## config.mk

```make
export PLATFORM = sky130hd
export DESIGN_NAME = cplx_atan_prep
export DESIGN_NICKNAME = d
export VERILOG_FILES = /design/src/rtl/core/cplx_atan_pkg.sv /design/src/rtl/core/cplx_atan_prep.sv
export SDC_FILE = /design/constraint.sdc
export NUM_CORES = 1
export LEC_CHECK = 0
export ABC_CLOCK_PERIOD_IN_PS = 1450
export BUFFER_PORTS_ARGS = -buffer_cell sky130_fd_sc_hd__clkbuf_2
export CAP_MARGIN = 20
export CELL_PAD_IN_SITES_DETAIL_PLACEMENT = 1
export CELL_PAD_IN_SITES_GLOBAL_PLACEMENT = 1
export CORE_UTILIZATION = 35
export DETAILED_ROUTE_END_ITERATION = 8
export MAX_ROUTING_LAYER = met4
export PLACE_DENSITY = 0.9
export SKIP_LAST_GASP = 1
export SYNTH_ARGS = -nofsm -noshare
export SYNTH_HDL_FRONTEND = slang
export SYNTH_SLANG_ARGS = --single-unit
```

## constraint.sdc

```tcl
create_clock -name clk -period 1.45 [get_ports clk]
set_input_delay 0.145 -clock clk [delete_from_list [all_inputs] [get_ports clk]]
set_output_delay 0.145 -clock clk [all_outputs]
set_load 0.03 [all_outputs]
```

## src/rtl/core/cplx_atan_pkg.sv

```systemverilog
// Shared constants, stage payload type and arctangent table for the atan2 pipeline.
package cplx_atan_pkg;

    localparam int DATA_WIDTH  = 16;                          // width of real_part / imag_part
    localparam int STAGES      = 16;                          // CORDIC iterations, 8..32
    localparam int FRAC_BITS   = 16;                          // extra fraction bits on x, y and z
    localparam int XY_W        = DATA_WIDTH + FRAC_BITS + 3;  // headroom: fold, sqrt2, gain
    localparam int Z_W         = 33;                          // angle accumulator, pi = 2^31
    localparam int ANG_W       = 17;                          // output angle width
    localparam int SUM_W       = ANG_W + 2;                   // angle sum before range wrap
    localparam int TAB_IDX_W   = 5;                           // table has 32 entries

    localparam logic signed [ANG_W-1:0] ANG_ZERO    = ANG_W'(0);
    localparam logic signed [ANG_W-1:0] ANG_HALF_PI = ANG_W'(16384);
    localparam logic signed [ANG_W-1:0] ANG_PI      = ANG_W'(32768);
    localparam logic signed [SUM_W-1:0] SUM_PI      = SUM_W'(32768);
    localparam logic signed [SUM_W-1:0] SUM_TWO_PI  = SUM_W'(65536);
    localparam logic signed [Z_W-1:0]   Z_RND_HALF  = Z_W'(1 << (FRAC_BITS - 1));

    // Payload handed from one pipeline stage to the next.
    typedef struct packed {
        logic                    bypass;  // axis point: angle is offset alone
        logic signed [ANG_W-1:0] offset;  // base angle added after the iterations
        logic signed [XY_W-1:0]  x;
        logic signed [XY_W-1:0]  y;
        logic signed [Z_W-1:0]   z;
    } stage_t;

    // atan(2^-i) * 2^31 / pi, rounded to nearest.
    function automatic logic signed [Z_W-1:0] atan_tab(input logic [TAB_IDX_W-1:0] idx);
        logic signed [Z_W-1:0] v;
        case (idx)
            5'd0:    v = Z_W'(536870912);
            5'd1:    v = Z_W'(316933406);
            5'd2:    v = Z_W'(167458907);
            5'd3:    v = Z_W'(85004756);
            5'd4:    v = Z_W'(42667331);
            5'd5:    v = Z_W'(21354465);
            5'd6:    v = Z_W'(10679838);
            5'd7:    v = Z_W'(5340245);
            5'd8:    v = Z_W'(2670163);
            5'd9:    v = Z_W'(1335087);
            5'd10:   v = Z_W'(667544);
            5'd11:   v = Z_W'(333772);
            5'd12:   v = Z_W'(166886);
            5'd13:   v = Z_W'(83443);
            5'd14:   v = Z_W'(41722);
            5'd15:   v = Z_W'(20861);
            5'd16:   v = Z_W'(10430);
            5'd17:   v = Z_W'(5215);
            5'd18:   v = Z_W'(2608);
            5'd19:   v = Z_W'(1304);
            5'd20:   v = Z_W'(652);
            5'd21:   v = Z_W'(326);
            5'd22:   v = Z_W'(163);
            5'd23:   v = Z_W'(81);
            5'd24:   v = Z_W'(41);
            5'd25:   v = Z_W'(20);
            5'd26:   v = Z_W'(10);
            5'd27:   v = Z_W'(5);
            5'd28:   v = Z_W'(3);
            5'd29:   v = Z_W'(1);
            5'd30:   v = Z_W'(1);
            default: v = Z_W'(0);
        endcase
        return v;
    endfunction

endpackage

```

## src/rtl/core/cplx_atan_prep.sv

```systemverilog
// Front stage: axis decode, fold into the right half plane, scale to fixed point.
module cplx_atan_prep
    import cplx_atan_pkg::*;
(
    input  logic                         clk,
    input  logic                         rst_n,
    input  logic                         en,
    input  logic                         in_valid,
    input  logic signed [DATA_WIDTH-1:0] real_part,
    input  logic signed [DATA_WIDTH-1:0] imag_part,
    output logic                         out_valid,
    output stage_t                       out_data
);

    logic   valid_reg;
    stage_t data_reg;
    stage_t data_next;

    always_comb
    begin
        logic signed [XY_W-1:0] xs;
        logic signed [XY_W-1:0] ys;
        xs = XY_W'(real_part) <<< FRAC_BITS;
        ys = XY_W'(imag_part) <<< FRAC_BITS;

        data_next.bypass = 1'b0;
        data_next.offset = ANG_ZERO;
        data_next.x      = xs;
        data_next.y      = ys;
        data_next.z      = '0;

        if (real_part == '0)
        begin
            data_next.bypass = 1'b1;
            if (imag_part == '0)
                data_next.offset = ANG_ZERO;
            else if (imag_part[DATA_WIDTH-1])
                data_next.offset = -ANG_HALF_PI;
            else
                data_next.offset = ANG_HALF_PI;
        end
        else if (imag_part == '0)
        begin
            data_next.bypass = 1'b1;
            data_next.offset = real_part[DATA_WIDTH-1] ? ANG_PI : ANG_ZERO;
        end
        else if (real_part[DATA_WIDTH-1])
        begin
            // left half plane: rotate by pi, base angle keeps the sign of y
            data_next.x      = -xs;
            data_next.y      = -ys;
            data_next.offset = imag_part[DATA_WIDTH-1] ? -ANG_PI : ANG_PI;
        end
    end

    always_ff @(posedge clk or negedge rst_n)
    begin
        if (!rst_n)
            valid_reg <= 1'b0;
        else if (en)
            valid_reg <= in_valid;
    end

    always_ff @(posedge clk)
    begin
        if (en)
            data_reg <= data_next;
    end

    assign out_valid = valid_reg;
    assign out_data  = data_reg;

endmodule

```

==> summary.md <==
| Metric | Value |
|---|---|
| EDFF count, synth | 42 |
| Critical Path Max Stage Delay | 230 ps |
| Placed insts | 463 |
| Gr usage total | 17.0% |
| CTS Root Cell | clkbuf_8 |
| Worst Path Arrival | 1420 ps |
| Global-route wire length before repair | 10400 um |
| Routed vias/inst | 4.42 |
| Total wire length | 6620 um |
| PwrDens | 1020 mW/mm^2 |
| WHS Path Cells | 1 |
| Initial antenna violation count | 0 |
| Sequential-to-total area share from yosys stat | 47.2% |
| Die height | 90.3 um |
| Reg2reg setup slack | 690 ps |
| Final Skew | 0 ps |
| Max FO, Critical Path | 15 |
| Finished Layout Cells | 472 |
| Critical path class | input port to register |
| Sink Count | 43 |
| Critical Path Sink Type | register |
| RSZ-0062 raised after global routing | false |
| Clk buf depth | 2 |
| Post-layout min period | 1380 ps |
| Min-delay src | real_part[0] |
| Synth Cell Area | 0.00273 mm^2 |
| Setup_tns | 0 ps |
| Max-cap viol count | 0 |
| Post-synth cell types | 39 |
| Hold WC Path Type | input port to register |
| Pins over their slew limit | 0 |
| Asr flop ratio synth | 2.33% |
| Syn Inst Count | 246 |
| Number of global-route vias before repair | 2108 |
| Syn Area/Cell | 11.1 um^2 |
| Clock-pin slew on the worst setup and hold paths | 80 ps |
| FF-to-FF End | out_valid$_DFFE_PN0P_ |
| Design area | 0.00341 mm^2 |
| Core box area | 0.00741 mm^2 |
| Final hold vios | 0 |
| Iter 0 DRT Violations | 67 |
| CTS tree | yes |
| Postcts setup bufs | 0 |
| CP max stage cell | buf_4 |
| R2R depth | 1 |
| RR Startpoint | out_valid$_DFFE_PN0P_ |
| TritonCTS Buffers | 5 |
| Wire per inst | 14.0 um |
| Vias | 2085 |
| Worst IR Drop VDD | 0.338 mV |
| Initial Utilization | 36.8% |
| Worst skew pair latency | 300 ps |
| Leak | 0.00157 uW |
| Critical Path RT | 1490 ps |
| DRC | 0 |
| Dominant synthesized flop cell | edfxtp_1 |
| Antenna viol nets, final | 0 |
| Cell Chain, Critical Path | clkbuf_2 -> inv_1 -> ha_1 -> nor3b_1 -> nand4_1 -> buf_4 -> ha_4 -> nand3_2 -> nand2_1 |
| Final Cycle Share | 95.1% |
| CP Launch Type | input port |
| Share of cells above drive strength 1 | 37.8% |
| Yosys reg bits | 43 |
| GR Overflow Total | 0 |
| Hpwl dp | 5370 um |
| Die area | 0.00815 mm^2 |
| Placed Area | 0.00328 mm^2 |
| Synthesis Warnings | 0 |
| # H-tree levels | 2 |
| Final setup vio count | 0 |
| I/O pins | 158 |
| PortBufs | 78 |
| Area Growth Syn to Fin | 25.1% |
| Die width | 90.3 um |
| Outcome | finished clean |
| Final #Nets | 411 |
| Antenna cell count | 0 |
| Max Fclk | 725 MHz |
| Final GP Congestion | 0.809 |
| Design Power | 3470 uW |
| DR pass1 iterations | 4 |
| FP Rows | 31 |
| Largest net degree at the start of global routing | 18 |
| Hold Path Sink | out_data[84]$_DFFE_PP_ |
sequential cells by signal (all words and copies together) (netlist names):
signal     cells
out_data      42
out_valid      1
worst max-delay path: cells and delay by family:
| kind | cells | cell delay (ps) |
|---|---|---|
| adders and majority gates | 2 | 410 |
| buffers and inverters | 3 | 390 |
| and+or+nand+nor | 4 | 470 |
area by class of cell:
class	instances	area, um^2
repair buffers	126	753
clock buffers	5	68.8
well taps	99	124
inverters	6	22.5
flip-flops and latches	43	1290
fillers	870	4000
clock inverters	3	38.8
multi-input cells	190	1120
kinds of logic (layout without fill, tap and decap cells):
| group | after synthesis | count (layout) | synth area share, % |
|---|---|---|---|
| buffers and inverters | 91 | 140 | 23.8 |
| and+or+nand+nor | 57 | 57 | 11.5 |
| DFF | 43 | 43 | 47.2 |
| xor gates and xnor gates | 26 | 26 | 8.35 |
| AOI/OAI and AO/OA | 22 | 22 | 6.43 |
| adders and majority gates | 3 | 3 | 1.38 |
| muxes | 3 | 3 | 1.24 |
| other | 1 | 79 | 0.138 |
worst max path at each step:
stage                                   end  cells past startpoint          start
global route         out_data[85]$_DFFE_PP_                      8   imag_part[1]
detailed placement   out_data[65]$_DFFE_PP_                      8  imag_part[10]
finish               out_data[65]$_DFFE_PP_                      9   imag_part[0]
floorplan           out_data[119]$_DFFE_PP_                      6   imag_part[5]
global placement     out_data[85]$_DFFE_PP_                      7  imag_part[10]
CTS                  out_data[65]$_DFFE_PP_                      8  imag_part[10]
timing repair:
item,CTS,global route
hold buffers,1,0
endpoints found under the setup margin,0,3
resized for setup,0,2
endpoints found under the hold margin,1,0
cells in the mapped netlist (2+ instances only):
library cell / instances / area, um^2
nand3_1: 15 / 75.1
o211ai_1: 4 / 30.0
nor4_2: 2 / 25.0
nor3_1: 3 / 15.0
or3_1: 2 / 12.5
nand3b_1: 2 / 15.0
mux2_1: 2 / 22.5
nand4_1: 4 / 25.0
buf_4: 79 / 593
xnor2_1: 22 / 193
nand2_1: 13 / 48.8
ha_1: 3 / 37.5
o311ai_1: 8 / 70.1
inv_1: 6 / 22.5
buf_2: 2 / 10.0
clkbuf_1: 3 / 11.3
nor2_1: 9 / 33.8
o31a_1: 2 / 17.5
xor2_1: 4 / 35.0
edfxtp_1: 42 / 1260
metrics by stage:
stage          utilization (%)  hold slack (ps)  worst slack (ps)
6_report                  46.0             83.1              71.2
5_1_grt                   46.0             81.3              13.0
4_1_cts                   45.8             76.2              35.7
3_5_place_dp              44.2            -77.1              -278
3_3_place_gp              44.2            -79.9              -236
2_1_floorplan                -             -151              -175
layer usage:
| layer | GRT usage [%] | routed length (um) | up-vias |
|---|---|---|---|
| met1 | 16.8 | 2410 | 1003 |
| met3 | 3.11 | 460 | 11 |
| li1 | - | - | 961 |
| met2 | 32.5 | 3620 | 110 |
| met4 | 6.59 | 130 | 0 |
| met5 | - | 0 | - |
cells in the final DEF (no fill, tap or decap), types with 3 or more instances in the layout:
master,netlist,layout
nand2_1,13,13
clkbuf_8,0,5
conb_1,1,79
xnor2_1,22,22
inv_1,6,6
nor3_1,3,3
nand3_1,15,14
nor2_1,9,9
nor4_2,2,3
o211ai_1,4,4
nand4_1,4,4
clkbuf_2,0,78
buf_4,79,47
xor2_1,4,4
o311ai_1,8,7
edfxtp_1,42,42
power by group:
group          internal (uW)  switching [uW]  total, uW
combinational            261             749       1010
clock                    504             418        922
sequential              1500            32.1       1530
Note: power is estimated with default switching activity, not from simulation.
