[config.mk]
export PLATFORM = sky130hd
export DESIGN_NAME = cplx_atan_cell
export DESIGN_NICKNAME = d
export VERILOG_FILES = /design/src/rtl/core/cplx_atan_pkg.sv /design/src/rtl/core/cplx_atan_cell.sv
export SDC_FILE = /design/constraint.sdc
export NUM_CORES = 1
export LEC_CHECK = 0
export ABC_AREA = 1
export BUFFER_PORTS_ARGS = -buffer_cell sky130_fd_sc_hd__buf_4
export CAP_MARGIN = 10
export CORE_UTILIZATION = 25
export CTS_BUF_LIST = sky130_fd_sc_hd__clkbuf_8 sky130_fd_sc_hd__clkbuf_16
export DETAILED_ROUTE_END_ITERATION = 8
export PLACE_DENSITY_LB_ADDON = 0.15
export SLEW_MARGIN = 5
export SYNTH_ARGS = -nofsm -noshare
export SYNTH_HDL_FRONTEND = slang
export SYNTH_SLANG_ARGS = --single-unit
[constraint.sdc]
create_clock -name clk -period 0.8 [get_ports clk]
set_input_delay 0 -clock clk [delete_from_list [all_inputs] [get_ports clk]]
set_output_delay 0 -clock clk [all_outputs]
set_load 0.03 [all_outputs]
[src/rtl/core/cplx_atan_pkg.sv]
// Shared constants, stage payload type and arctangent table for the atan2 pipeline.
package cplx_atan_pkg;

    localparam int DATA_WIDTH  = 16;                          // width of real_part / imag_part
    localparam int STAGES      = 16;                          // CORDIC iterations, 8..32
    localparam int FRAC_BITS   = 16;                          // extra fraction bits on x, y and z
    localparam int XY_W        = DATA_WIDTH + FRAC_BITS + 3;  // headroom: fold, sqrt2, gain
    localparam int Z_W         = 33;                          // angle accumulator, pi = 2^31
    localparam int ANG_W       = 17;                          // output angle width
    localparam int SUM_W       = ANG_W + 2;                   // angle sum before range wrap
    localparam int TAB_IDX_W   = 5;                           // table has 32 entries

    localparam logic signed [ANG_W-1:0] ANG_ZERO    = ANG_W'(0);
    localparam logic signed [ANG_W-1:0] ANG_HALF_PI = ANG_W'(16384);
    localparam logic signed [ANG_W-1:0] ANG_PI      = ANG_W'(32768);
    localparam logic signed [SUM_W-1:0] SUM_PI      = SUM_W'(32768);
    localparam logic signed [SUM_W-1:0] SUM_TWO_PI  = SUM_W'(65536);
    localparam logic signed [Z_W-1:0]   Z_RND_HALF  = Z_W'(1 << (FRAC_BITS - 1));

    // Payload handed from one pipeline stage to the next.
    typedef struct packed {
        logic                    bypass;  // axis point: angle is offset alone
        logic signed [ANG_W-1:0] offset;  // base angle added after the iterations
        logic signed [XY_W-1:0]  x;
        logic signed [XY_W-1:0]  y;
        logic signed [Z_W-1:0]   z;
    } stage_t;

    // atan(2^-i) * 2^31 / pi, rounded to nearest.
    function automatic logic signed [Z_W-1:0] atan_tab(input logic [TAB_IDX_W-1:0] idx);
        logic signed [Z_W-1:0] v;
        case (idx)
            5'd0:    v = Z_W'(536870912);
            5'd1:    v = Z_W'(316933406);
            5'd2:    v = Z_W'(167458907);
            5'd3:    v = Z_W'(85004756);
            5'd4:    v = Z_W'(42667331);
            5'd5:    v = Z_W'(21354465);
            5'd6:    v = Z_W'(10679838);
            5'd7:    v = Z_W'(5340245);
            5'd8:    v = Z_W'(2670163);
            5'd9:    v = Z_W'(1335087);
            5'd10:   v = Z_W'(667544);
            5'd11:   v = Z_W'(333772);
            5'd12:   v = Z_W'(166886);
            5'd13:   v = Z_W'(83443);
            5'd14:   v = Z_W'(41722);
            5'd15:   v = Z_W'(20861);
            5'd16:   v = Z_W'(10430);
            5'd17:   v = Z_W'(5215);
            5'd18:   v = Z_W'(2608);
            5'd19:   v = Z_W'(1304);
            5'd20:   v = Z_W'(652);
            5'd21:   v = Z_W'(326);
            5'd22:   v = Z_W'(163);
            5'd23:   v = Z_W'(81);
            5'd24:   v = Z_W'(41);
            5'd25:   v = Z_W'(20);
            5'd26:   v = Z_W'(10);
            5'd27:   v = Z_W'(5);
            5'd28:   v = Z_W'(3);
            5'd29:   v = Z_W'(1);
            5'd30:   v = Z_W'(1);
            default: v = Z_W'(0);
        endcase
        return v;
    endfunction

endpackage

[src/rtl/core/cplx_atan_cell.sv]
// One CORDIC vectoring iteration with its pipeline register.
module cplx_atan_cell
    import cplx_atan_pkg::*;
(
    input  logic                 clk,
    input  logic                 rst_n,
    input  logic                 en,
    input  logic [TAB_IDX_W-1:0] stage,
    input  logic                 in_valid,
    input  stage_t               in_data,
    output logic                 out_valid,
    output stage_t               out_data
);

    logic   valid_reg;
    stage_t data_reg;
    stage_t data_next;

    always_comb
    begin
        logic signed [XY_W-1:0] xs;
        logic signed [XY_W-1:0] ys;
        logic signed [Z_W-1:0]  da;
        xs = in_data.x >>> stage;
        ys = in_data.y >>> stage;
        da = atan_tab(stage);

        data_next = in_data;
        if (!in_data.y[XY_W-1])
        begin
            // y >= 0: rotate clockwise
            data_next.x = in_data.x + ys;
            data_next.y = in_data.y - xs;
            data_next.z = in_data.z + da;
        end
        else
        begin
            data_next.x = in_data.x - ys;
            data_next.y = in_data.y + xs;
            data_next.z = in_data.z - da;
        end
    end

    always_ff @(posedge clk or negedge rst_n)
    begin
        if (!rst_n)
            valid_reg <= 1'b0;
        else if (en)
            valid_reg <= in_valid;
    end

    always_ff @(posedge clk)
    begin
        if (en)
            data_reg <= data_next;
    end

    assign out_valid = valid_reg;
    assign out_data  = data_reg;

endmodule

==> flow_summary_export.csv, run 1 <==
group,metric,value,unit
yosys,yosys_warnings,0,
worst_setup_path,crit_type,"in2reg",
grt,grt-ovfl-total,0,
worst_setup_path,r2r_cells,1,
yosys,synth_edf_count,121,
cts,cts_tree,"yes",
cts,numCtsBuffers,17,
yosys,synth_top_flop_cell,"edfxtp_1",
placed_design,dp.final_hpwl,68.3,mm
worst_setup_path,worstPathMaxFanout,13,
placed_design,placedCellCount,4532,
detailed_routing,wl,85.4,mm
grt,grt_pass1_wl,128,mm
worst_hold_path,hp-start,"in_data[33]",
cts,clock-sinks,122,
yosys,synth_top_area_share,0.219,
worst_setup_path,reg2reg_from,"out_valid$_DFFE_PN0P_",
finish,final_cells,4705,
die,initial_core_util,0.253,
worst_setup_path,startpoint,"stage[0]",
cts,cts-root-buf,"clkbuf_16",
grt,grt_antenna_before_repair,0,
finish,nNetsFinal,4069,
sta,slew_violations,0,
status,outcome,"finished, violations left",
worst_setup_path,crit_path_end_kind,"flip-flop",
finish,layout-drive-gt1-share,0.517,
worst_setup_path,critPathArrivalTime,3900,ps
sta,hold_viol,3,
worst_setup_path,worstPathRequired,1020,ps
die,die_w,260,um
detailed_routing,drc,0,
power,finalPower,54.7,mW
power,p_leak,15.4,nW
yosys,seq_area_frac_synth,0.220,
yosys,synth_fp_nets,2882,
die,rows,94,
worst_setup_path,reg2reg_slack,30,ps
die,die-area,0.0674,mm^2
yosys,syn_area,0.0166,mm^2
cts,htree_num_levels,4,
cts,clock_path_buffers,2,
status,violations,"negative hold slack, negative setup slack",
worst_hold_path,hold_class,"in2reg",
detailed_routing,drt_iter0_drc,1430,
worst_setup_path,critPathLaunchType,"primary input",
power,p_per_area,1710,mW/mm^2
grt,track_usage,0.247,
sta,fin_crit,3680,ps
die,core_area,0.0657,mm^2
sta,skew,0,ps
cts,clk_latency,470,ps
sta,timing.final.crit_share,4.60,
yosys,synth.largest_area_cell,"edfxtp_1",
sta,whs,-111,ps
detailed_routing,num_vias,22400,
worst_setup_path,cp_slowest_cell,"o211ai_1",
finish,area.growth.synth_to_final,92.1,%
yosys,synthCells,2640,
sta,worstMarginPinSlew,489,ps
flow_run,cap_violations,0,
yosys,ys_ff_latch,122,
die,fp.dieH,260,um
grt,grt_pass1_vias,22500,
placed_design,numPortBuffers,251,
finish,layout_common_cells,"1132 x buf_4, 689 x nand2_1, 259 x nand3_1",
worst_setup_path,crit_path_frequent_cell,"nand2_1",
detailed_routing,ant_nets,0,
die,ios,252,
detailed_routing,dr.pass1.iters,7,
yosys,syn_avg_cell_area,6.29,um^2
finish,fin_area,0.0319,mm^2
worst_hold_path,min_delay_worst_endpoint,"out_data[33]$_DFFE_PP_",
worst_hold_path,min_path_cells,2,
sta,setup_ws,-2880,ps
yosys,async_flop_share,0.00820,
finish,final_util,0.485,
yosys,synth.area.top_cells,"edfxtp_1 22%, nand2_1 19%, nand3_1 12%",
yosys,synth_cell_types,52,
sta,fmax,271,MHz
cts,hold_buffers,23,
sta,rsz0062_at_grt,"yes",
sta,setup_violations,225,
worst_setup_path,cpPeakStageDelay,340,ps
worst_setup_path,r2r-end,"out_valid$_DFFE_PN0P_",
detailed_routing,wl_per_cell,18.2,um
placed_design,place_area,0.0262,mm^2
cts,clk_pin_slew,70,ps
grt,grt_max_degree,40,
detailed_routing,vias_per_cell,4.75,
finish,final_common_cell,"buf_4",
placed_design,place_congestion,0.949,
power,vdd_drop_max,0.00114,V
sta,relSlewSlack,0.674,
worst max path at each step:
stage / to / cells past startpoint
floorplan: out_data[29]$_DFFE_PP_ / 26
global route: out_data[101]$_DFFE_PP_ / 33
detailed placement: out_data[67]$_DFFE_PP_ / 29
global placement: out_data[67]$_DFFE_PP_ / 29
CTS: out_data[67]$_DFFE_PP_ / 33
finish: out_data[101]$_DFFE_PP_ / 32
cell families after synthesis:
logic type / share of synthesized area
AOI/OAI and AO/OA: 0.124
and+or+nand+nor: 0.395
DFF: 0.220
buffers and inverters: 0.0931
muxes: 0.000678
xor gates and xnor gates: 0.0818
adders and majority gates: 0.0858
sequential cells by signal, summed over array words and instances (netlist names):
| signal | cells |
|---|---|
| out_valid | 1 |
| out_data | 121 |
stage by stage:
stage / setup TNS (ps) / setup slack (ps)
2_1_floorplan: -220320 / -2710
3_5_place_dp: -312460 / -4040
5_1_grt: -279930 / -3060
4_1_cts: -256020 / -2740
6_report: -255580 / -2880
3_3_place_gp: -311190 / -4030
area by class of cell:
class / count / area (um^2)
diodes: 1 / 2.50
inverters: 263 / 1020
flip-flops and latches: 122 / 3660
multi-input cells: 2167 / 15300
repair buffers: 1255 / 10300
repair inverters: 1 / 16.3
clock inverters: 15 / 154
fillers: 6568 / 33800
well taps: 864 / 1080
clock buffers: 17 / 425
critical path: cells and delay by family:
kind	cells	cell delay [ps]
xor+xnor	1	130
compound gates	1	340
fa+ha+maj	2	430
buf+inv	9	1090
simple gates	19	1900
report_power, final:
part / leakage [nW] / switching [mW] / total (mW) / internal, mW
combinational: 13.9 / 19.7 / 36.8 / 17.1
sequential: 1.19 / 0.448 / 9.70 / 9.25
clock: 0.288 / 3.73 / 8.12 / 4.38
timing repair:
action / 4_1_cts / 5_1_grt
endpoints found under the hold margin: 26 / 2
resized for setup: 512 / 344
buffers inserted: 68 / 41
pin swaps: 136 / 130
setup endpoints to repair: 225 / 228
gates cloned: 6 / 4
per-layer routing:
layer  vias up  track usage  wire length (um)
met1     10500        0.321             37600
li1      11200            -                 -
met2       574        0.423             41500
met4         0       0.0891              2780
met5         -            0                 0
met3       117       0.0235              3570
cell usage after synthesis, types with 2 or more instances:
cell	count
nand2_1	826
nand3_1	396
inv_1	246
nor2_1	214
a21oi_1	141
edfxtp_1	121
xor2_1	112
o21ai_0	110
ha_1	109
xnor2_1	43
buf_2	31
a31oi_1	30
clkbuf_1	21
nor3_1	21
nor2_2	19
buf_6	18
nand2_2	17
o21ai_1	17
o211ai_1	16
nor4_1	14
buf_4	13
inv_2	13
nand4_1	11
a21oi_2	9
o221ai_1	7
a21boi_0	6
a21o_1	6
buf_1	5
nand3_2	5
o21a_1	5
a211oi_1	4
nand3b_1	4
fa_1	3
nor2_4	3
o2111ai_1	3
clkinv_1	2
inv_4	2
o21bai_1	2
o22ai_1	2
Note: power is estimated with default switching activity, not from simulation.
==> run 2: changes to the inputs <==
--- a/config.mk
+++ b/config.mk
@@ -8,6 +8,8 @@
 export ABC_AREA = 1
 export BUFFER_PORTS_ARGS = -buffer_cell sky130_fd_sc_hd__buf_4
 export CAP_MARGIN = 10
+export CELL_PAD_IN_SITES_DETAIL_PLACEMENT = 0
+export CELL_PAD_IN_SITES_GLOBAL_PLACEMENT = 1
 export CORE_UTILIZATION = 25
 export CTS_BUF_LIST = sky130_fd_sc_hd__clkbuf_8 sky130_fd_sc_hd__clkbuf_16
 export DETAILED_ROUTE_END_ITERATION = 8
==> run 2 against run 1 <==
Effect of this change:
- the run still ends with negative hold slack, negative setup slack left
- clock skew is the same
- combinational power up 3%
- first-iteration DRC count is 14% lower
- global-route usage grew 0.41 points
- design area is 3.3% higher
- sequential cell count unchanged
- clock power is 3.1% higher
- register-to-register slack about the same
- via count up 1.9%
- core utilization is 1.6 points higher
- final cell count rose by 1.9%
- largest cell class unchanged
- largest power group unchanged
- highest routed layer is now met5
==> flow_summary_export.csv, run 2 (synthesis gave the netlist of run 1 again) <==
group,metric,value,unit
worst_setup_path,worstPathRequired,1010,ps
grt,grt_max_degree,35,
sta,worstMarginPinSlew,567,ps
placed_design,place_area,0.0267,mm^2
worst_setup_path,cp_slowest_cell,"o211ai_1",
sta,fin_crit,3680,ps
finish,final_util,0.501,
cts,clock_path_buffers,2,
power,vdd_drop_max,0.00125,V
detailed_routing,drt_iter0_drc,1232,
worst_setup_path,critPathArrivalTime,3890,ps
detailed_routing,num_vias,22800,
sta,relSlewSlack,0.621,
die,ios,252,
worst_setup_path,critPathLaunchType,"primary input",
sta,timing.final.crit_share,4.60,
power,swShare,0.430,
cts,cts_tree,"yes",
worst_setup_path,crit_type,"in2reg",
placed_design,place_ws,-3950,ps
finish,largest_register_ffs,121,
worst_hold_path,hold_class,"in2reg",
cts,clk_latency,480,ps
worst_setup_path,crit_path_end_kind,"flip-flop",
finish,layout_common_cells,"1198 x buf_4, 640 x nand2_1, 242 x nand3_1",
sta,fin_setup_tns,-258840,ps
cts,clock-sinks,122,
die,core_area,0.0657,mm^2
die,die_w,260,um
sta,setup_violations,225,
cts,numCtsBuffers,17,
sta,slew_violations,0,
sta,fmax,272,MHz
finish,fin_area,0.0329,mm^2
grt,grt_pass1_vias,22900,
cts,clk_pin_slew,60,ps
power,finalPower,55.9,mW
detailed_routing,vias_per_cell,4.75,
die,fp.dieH,260,um
status,outcome,"finished, violations left",
finish,final_common_cell,"buf_4",
die,initial_core_util,0.253,
power,power_frac_seq,0.174,
power,clkPwrFrac,0.150,
power,p_per_area,1700,mW/mm^2
placed_design,place_congestion,0.923,
detailed_routing,wl_per_cell,18.0,um
grt,track_usage,0.251,
detailed_routing,wl,86.2,mm
power,p_comb_frac,0.677,
power,p_leak,16.0,nW
sta,whs,-81.8,ps
sta,hold_viol,3,
finish,final_cells,4796,
placed_design,numPortBuffers,251,
die,rows,94,
die,die-area,0.0674,mm^2
power,switchingPower,24.1,mW
worst_setup_path,cpPeakStageDelay,290,ps
detailed_routing,ant_nets,0,
finish,layout-drive-gt1-share,0.548,
power,intPower,31.9,mW
finish,nNetsFinal,4160,
placed_design,placedCellCount,4584,
cts,htree_num_levels,4,
cts,cts-root-buf,"clkbuf_16",
sta,setup_ws,-2880,ps
cts,hold_buffers,24,
worst_setup_path,worstPathMaxFanout,16,
sta,rsz0062_at_grt,"yes",
flow_run,cap_violations,0,
grt,grt_pass1_wl,129,mm
detailed_routing,dr.pass1.iters,7,
grt,grt-ovfl-total,0,
sta,skew,0,ps
placed_design,dp.final_hpwl,68.2,mm
grt,grt_antenna_before_repair,2,
finish,area.growth.synth_to_final,98.4,%
status,violations,"negative hold slack, negative setup slack",
detailed_routing,drc,0,
run 2: cell types whose count changed in the layout (fill, tap and decap cells not counted), moves of 8 or more:
cell / before / now
nand2_2: 127 / 169
nand2_1: 689 / 640
nand2_4: 25 / 33
buf_6: 59 / 81
a21oi_4: 29 / 17
a21oi_2: 60 / 74
nand3_1: 259 / 242
buf_4: 1132 / 1198
inv_1: 204 / 212
nand3_2: 118 / 142
run 2: area by class of cell:
type | instances | area, um^2
inverter | 263 | 1020
clock inverter | 15 | 166
fill | 6484 | 32800
tap | 864 | 1080
sequential | 122 | 3660
antenna | 1 | 2.50
multi-input combinational | 2167 | 15500
clock buffer | 17 | 425
timing repair buffer | 1347 | 11100
run 2: path summary, 6_finish.rpt:
check | startpoint | end | slack, ps | cells after the start
min in group asynchronous | rst_n | out_valid$_DFFE_PN0P_ | 400 | 3
worst min register to register | out_valid$_DFFE_PN0P_ | out_valid$_DFFE_PN0P_ | 530 | 1
worst min-delay path | in_data[1] | out_data[1]$_DFFE_PP_ | -80 | 2
max in group asynchronous | rst_n | out_valid$_DFFE_PN0P_ | 270 | 3
worst max-delay path | stage[0] | out_data[101]$_DFFE_PP_ | -2880 | 27
worst max register to register | out_valid$_DFFE_PN0P_ | out_valid$_DFFE_PN0P_ | 30 | 1
run 2: per-layer routing:
metal,GRT usage,up-vias,part of all wire
met1,0.328,10800,0.45
met4,0.0941,2,0.033
met5,0,-,0.00013
met3,0.0338,108,0.039
li1,-,11400,-
met2,0.419,527,0.47
run 2: power groups by stage:
stage          combinational (mW)  sequential [mW]  clock (mW)
6_report                     37.8             9.71        8.37
4_1_cts                      35.6             9.69        8.67
3_5_place_dp                 30.7             9.80           0
2_1_floorplan                12.1             12.9           0
3_3_place_gp                 30.6             9.77           0
5_1_grt                      40.5             9.87        8.87
run 2: critical path, delay by kind of cell:
kind / cells / cell delay [ps]
AOI/OAI and AO/OA: 5 / 970
and+or+nand+nor: 14 / 1670
adders and majority gates: 1 / 240
xor gates and xnor gates: 1 / 220
buffers and inverters: 6 / 760
run 2: what timing repair did:
action,CTS,global route
setup endpoints to repair,225,234
hold endpoints to repair,33,4
gates cloned,7,0
buffers inserted,113,40
pin swaps,223,134
gates resized for setup,657,280
==> run 3: changes to the inputs <==
--- a/config.mk
+++ b/config.mk
@@ -5,15 +5,14 @@
 export SDC_FILE = /design/constraint.sdc
 export NUM_CORES = 1
 export LEC_CHECK = 0
-export ABC_AREA = 1
 export BUFFER_PORTS_ARGS = -buffer_cell sky130_fd_sc_hd__buf_4
 export CAP_MARGIN = 10
 export CELL_PAD_IN_SITES_DETAIL_PLACEMENT = 0
 export CELL_PAD_IN_SITES_GLOBAL_PLACEMENT = 1
 export CORE_UTILIZATION = 25
-export CTS_BUF_LIST = sky130_fd_sc_hd__clkbuf_8 sky130_fd_sc_hd__clkbuf_16
+export CTS_BUF_LIST = sky130_fd_sc_hd__clkbuf_4 sky130_fd_sc_hd__clkbuf_8 sky130_fd_sc_hd__clkbuf_16
 export DETAILED_ROUTE_END_ITERATION = 8
-export PLACE_DENSITY_LB_ADDON = 0.15
+export PLACE_DENSITY = 0.52
 export SLEW_MARGIN = 5
 export SYNTH_ARGS = -nofsm -noshare
 export SYNTH_HDL_FRONTEND = slang
==> run 3 against run 2 <==
Effect of this change:
- die area is 4.2% lower
- the run still ends with negative hold slack, negative setup slack left
- design area decreased by 11%
- largest power group unchanged
- critical path type unchanged
- final cell count fell by 23%
- worst setup slack got worse by 1100 ps
==> flow_summary_export.csv, run 3 <==
group,metric,value,unit
die,initial_core_util,0.253,
sta,skew,0,ps
yosys,synth.area.top_cells,"edfxtp_1 23%, mux4_2 11%, ha_1 8.6%",
yosys,synth_commonest_cells,"165 x a21oi_1, 145 x nand2_1, 145 x nor2_1",
finish,layout-drive-gt1-share,0.580,
detailed_routing,num_vias,18300,
power,finalPower,52.0,mW
worst_setup_path,cp_num_buf_inv,5,
grt,grt_antenna_before_repair,0,
worst_hold_path,min_path_cells,3,
yosys,synthCells,1748,
sta,fin_setup_tns,-324400,ps
finish,antennaDiodeCount,0,
sta,fmax,209,MHz
placed_design,place_congestion,0.948,
yosys,synth_fp_nets,1990,
sta,rsz0062_at_grt,"yes",
sta,setup_violations,226,
worst_setup_path,critPathArrivalTime,5010,ps
grt,grt_max_degree,44,
finish,area.growth.synth_to_final,83.5,%
yosys,synth_adder_area_share,0.0895,
worst_setup_path,r2r_cells,2,
cts,cts-root-buf,"clkbuf_16",
yosys,synth_top_family_by_area,"compound AO/OA/AOI/OAI gates",
power,p_per_area,1780,mW/mm^2
cts,hold_buffers,24,
worst_setup_path,worstPathRequired,1040,ps
grt,grt_pass1_vias,18700,
die,rows,92,
die,core_area,0.0630,mm^2
yosys,syn_avg_cell_area,9.10,um^2
status,outcome,"finished, violations left",
placed_design,place_area,0.0250,mm^2
detailed_routing,vias_per_cell,4.96,
sta,whs,-63.3,ps
worst_setup_path,cp_top_family,"compound AO/OA/AOI/OAI gates",
detailed_routing,wl_per_cell,20.3,um
finish,final_cells,3694,
worst_setup_path,worstPathMaxFanout,8,
worst_setup_path,critPathLaunchType,"primary input",
die,die-area,0.0646,mm^2
sta,fin_crit,4770,ps
yosys,synth_simple_gate_area_share,0.150,
cts,clk_pin_slew,70,ps
die,fp.dieH,254,um
worst_setup_path,reg2reg_slack,-110,ps
sta,worstMarginPinSlew,698,ps
cts,numCtsBuffers,17,
yosys,synth_top_area_share,0.228,
worst_setup_path,crit_type,"in2reg",
cts,clock_path_buffers,2,
worst_setup_path,crit_path_frequent_cell,"mux4_2",
finish,layout_common_cells,"935 x buf_4, 175 x buf_6, 129 x nand2_1",
grt,track_usage,0.228,
sta,timing.final.crit_share,5.97,
yosys,seq_area_frac_synth,0.230,
yosys,yosys_warnings,0,
detailed_routing,ant_nets,0,
sta,slew_violations,0,
grt,grt-ovfl-total,0,
grt,grt_pass1_wl,111,mm
yosys,async_flop_share,0.00820,
worst_setup_path,crit_cells,25,
finish,final_common_cell,"buf_4",
placed_design,numPortBuffers,251,
sta,relSlewSlack,0.532,
yosys,synth_most_common_cell,"a21oi_1",
worst_setup_path,cp_slowest_cell,"mux4_2",
cts,cts_tree,"yes",
yosys,synth_cell_types,92,
finish,nNetsFinal,3077,
flow_run,cap_violations,0,
detailed_routing,drt_iter0_drc,913,
yosys,synth_edf_count,121,
worst_setup_path,crit_path_end_kind,"flip-flop",
detailed_routing,drc,0,
yosys,muxShareOfSynthArea,0.186,
yosys,synth.largest_area_cell,"edfxtp_1",
yosys,yosys.area_share.xor_xnor,0.0939,
placed_design,place_ws,-4770,ps
sta,setup_ws,-3970,ps
placed_design,dp.final_hpwl,60.2,mm
placed_design,placedCellCount,3520,
yosys,synth_compound_area_frac,0.209,
detailed_routing,dr.pass1.iters,5,
power,p_leak,12.7,nW
finish,largest_register_ffs,121,
worst_hold_path,hold_class,"in2reg",
die,ios,252,
cts,clk_latency,480,ps
worst_setup_path,cpPeakStageDelay,520,ps
status,violations,"negative hold slack, negative setup slack",
yosys,ys_ff_latch,122,
finish,fin_area,0.0292,mm^2
finish,final_util,0.463,
yosys,syn_area,0.0159,mm^2
yosys,synth_top_flop_cell,"edfxtp_1",
cts,clock-sinks,122,
cts,htree_num_levels,4,
die,die_w,254,um
power,vdd_drop_max,0.00179,V
sta,hold_viol,8,
detailed_routing,wl,74.9,mm
## run 3: report_power, final
part | internal, mW | switching, mW
sequential | 9.25 | 0.695
clock | 4.69 | 3.66
combinational | 17.2 | 16.5
## run 3: logic make-up (layout without fill, tap and decap cells)
logic type                 count (synthesis)  after routing
xor gates and xnor gates                 169            169
DFF                                      122            122
and+or+nand+nor                          491            491
adders and majority gates                112            112
buffers and inverters                    147           1247
muxes                                    188            188
AOI/OAI and AO/OA                        519            519
## run 3: final cells by class
class	instances	area (um^2)
clock inverters	15	181
flip-flops and latches	122	3660
clock buffers	17	425
repair buffers	1163	9800
inverters	52	220
well taps	846	1060
multi-input cells	1479	13800
fillers	6141	33800
## run 3: worst register-to-register path, cell delays in order (launching register included)
cell and delay (ps):
dfrtp_2 410, buf_6 120, mux2_4 260
## run 3: repair_timing
item | 4_1_cts | 5_1_grt
endpoints found under the hold margin | 43 | 16
gates cloned | 1 | 0
gates resized for setup | 189 | 363
endpoints found under the setup margin | 225 | 236
pin swaps | 76 | 139
setup buffers | 47 | 79
## run 3: per-layer routing
metal	routed length, um	share of wire	GRT usage
met3	2230	0.030	0.0240
met1	32100	0.43	0.283
met2	38400	0.51	0.409
met5	0	0	0
met4	2230	0.030	0.0800
## run 3: final timing paths
kind | startpoint | to
max | stage[0] | out_data[66]$_DFFE_PP_
min | in_data[33] | out_data[33]$_DFFE_PP_
max reg2reg | out_valid$_DFFE_PN0P_ | out_valid$_DFFE_PN0P_
min reg2reg | out_valid$_DFFE_PN0P_ | out_valid$_DFFE_PN0P_
max in group asynchronous | rst_n | out_valid$_DFFE_PN0P_
min in group asynchronous | rst_n | out_valid$_DFFE_PN0P_
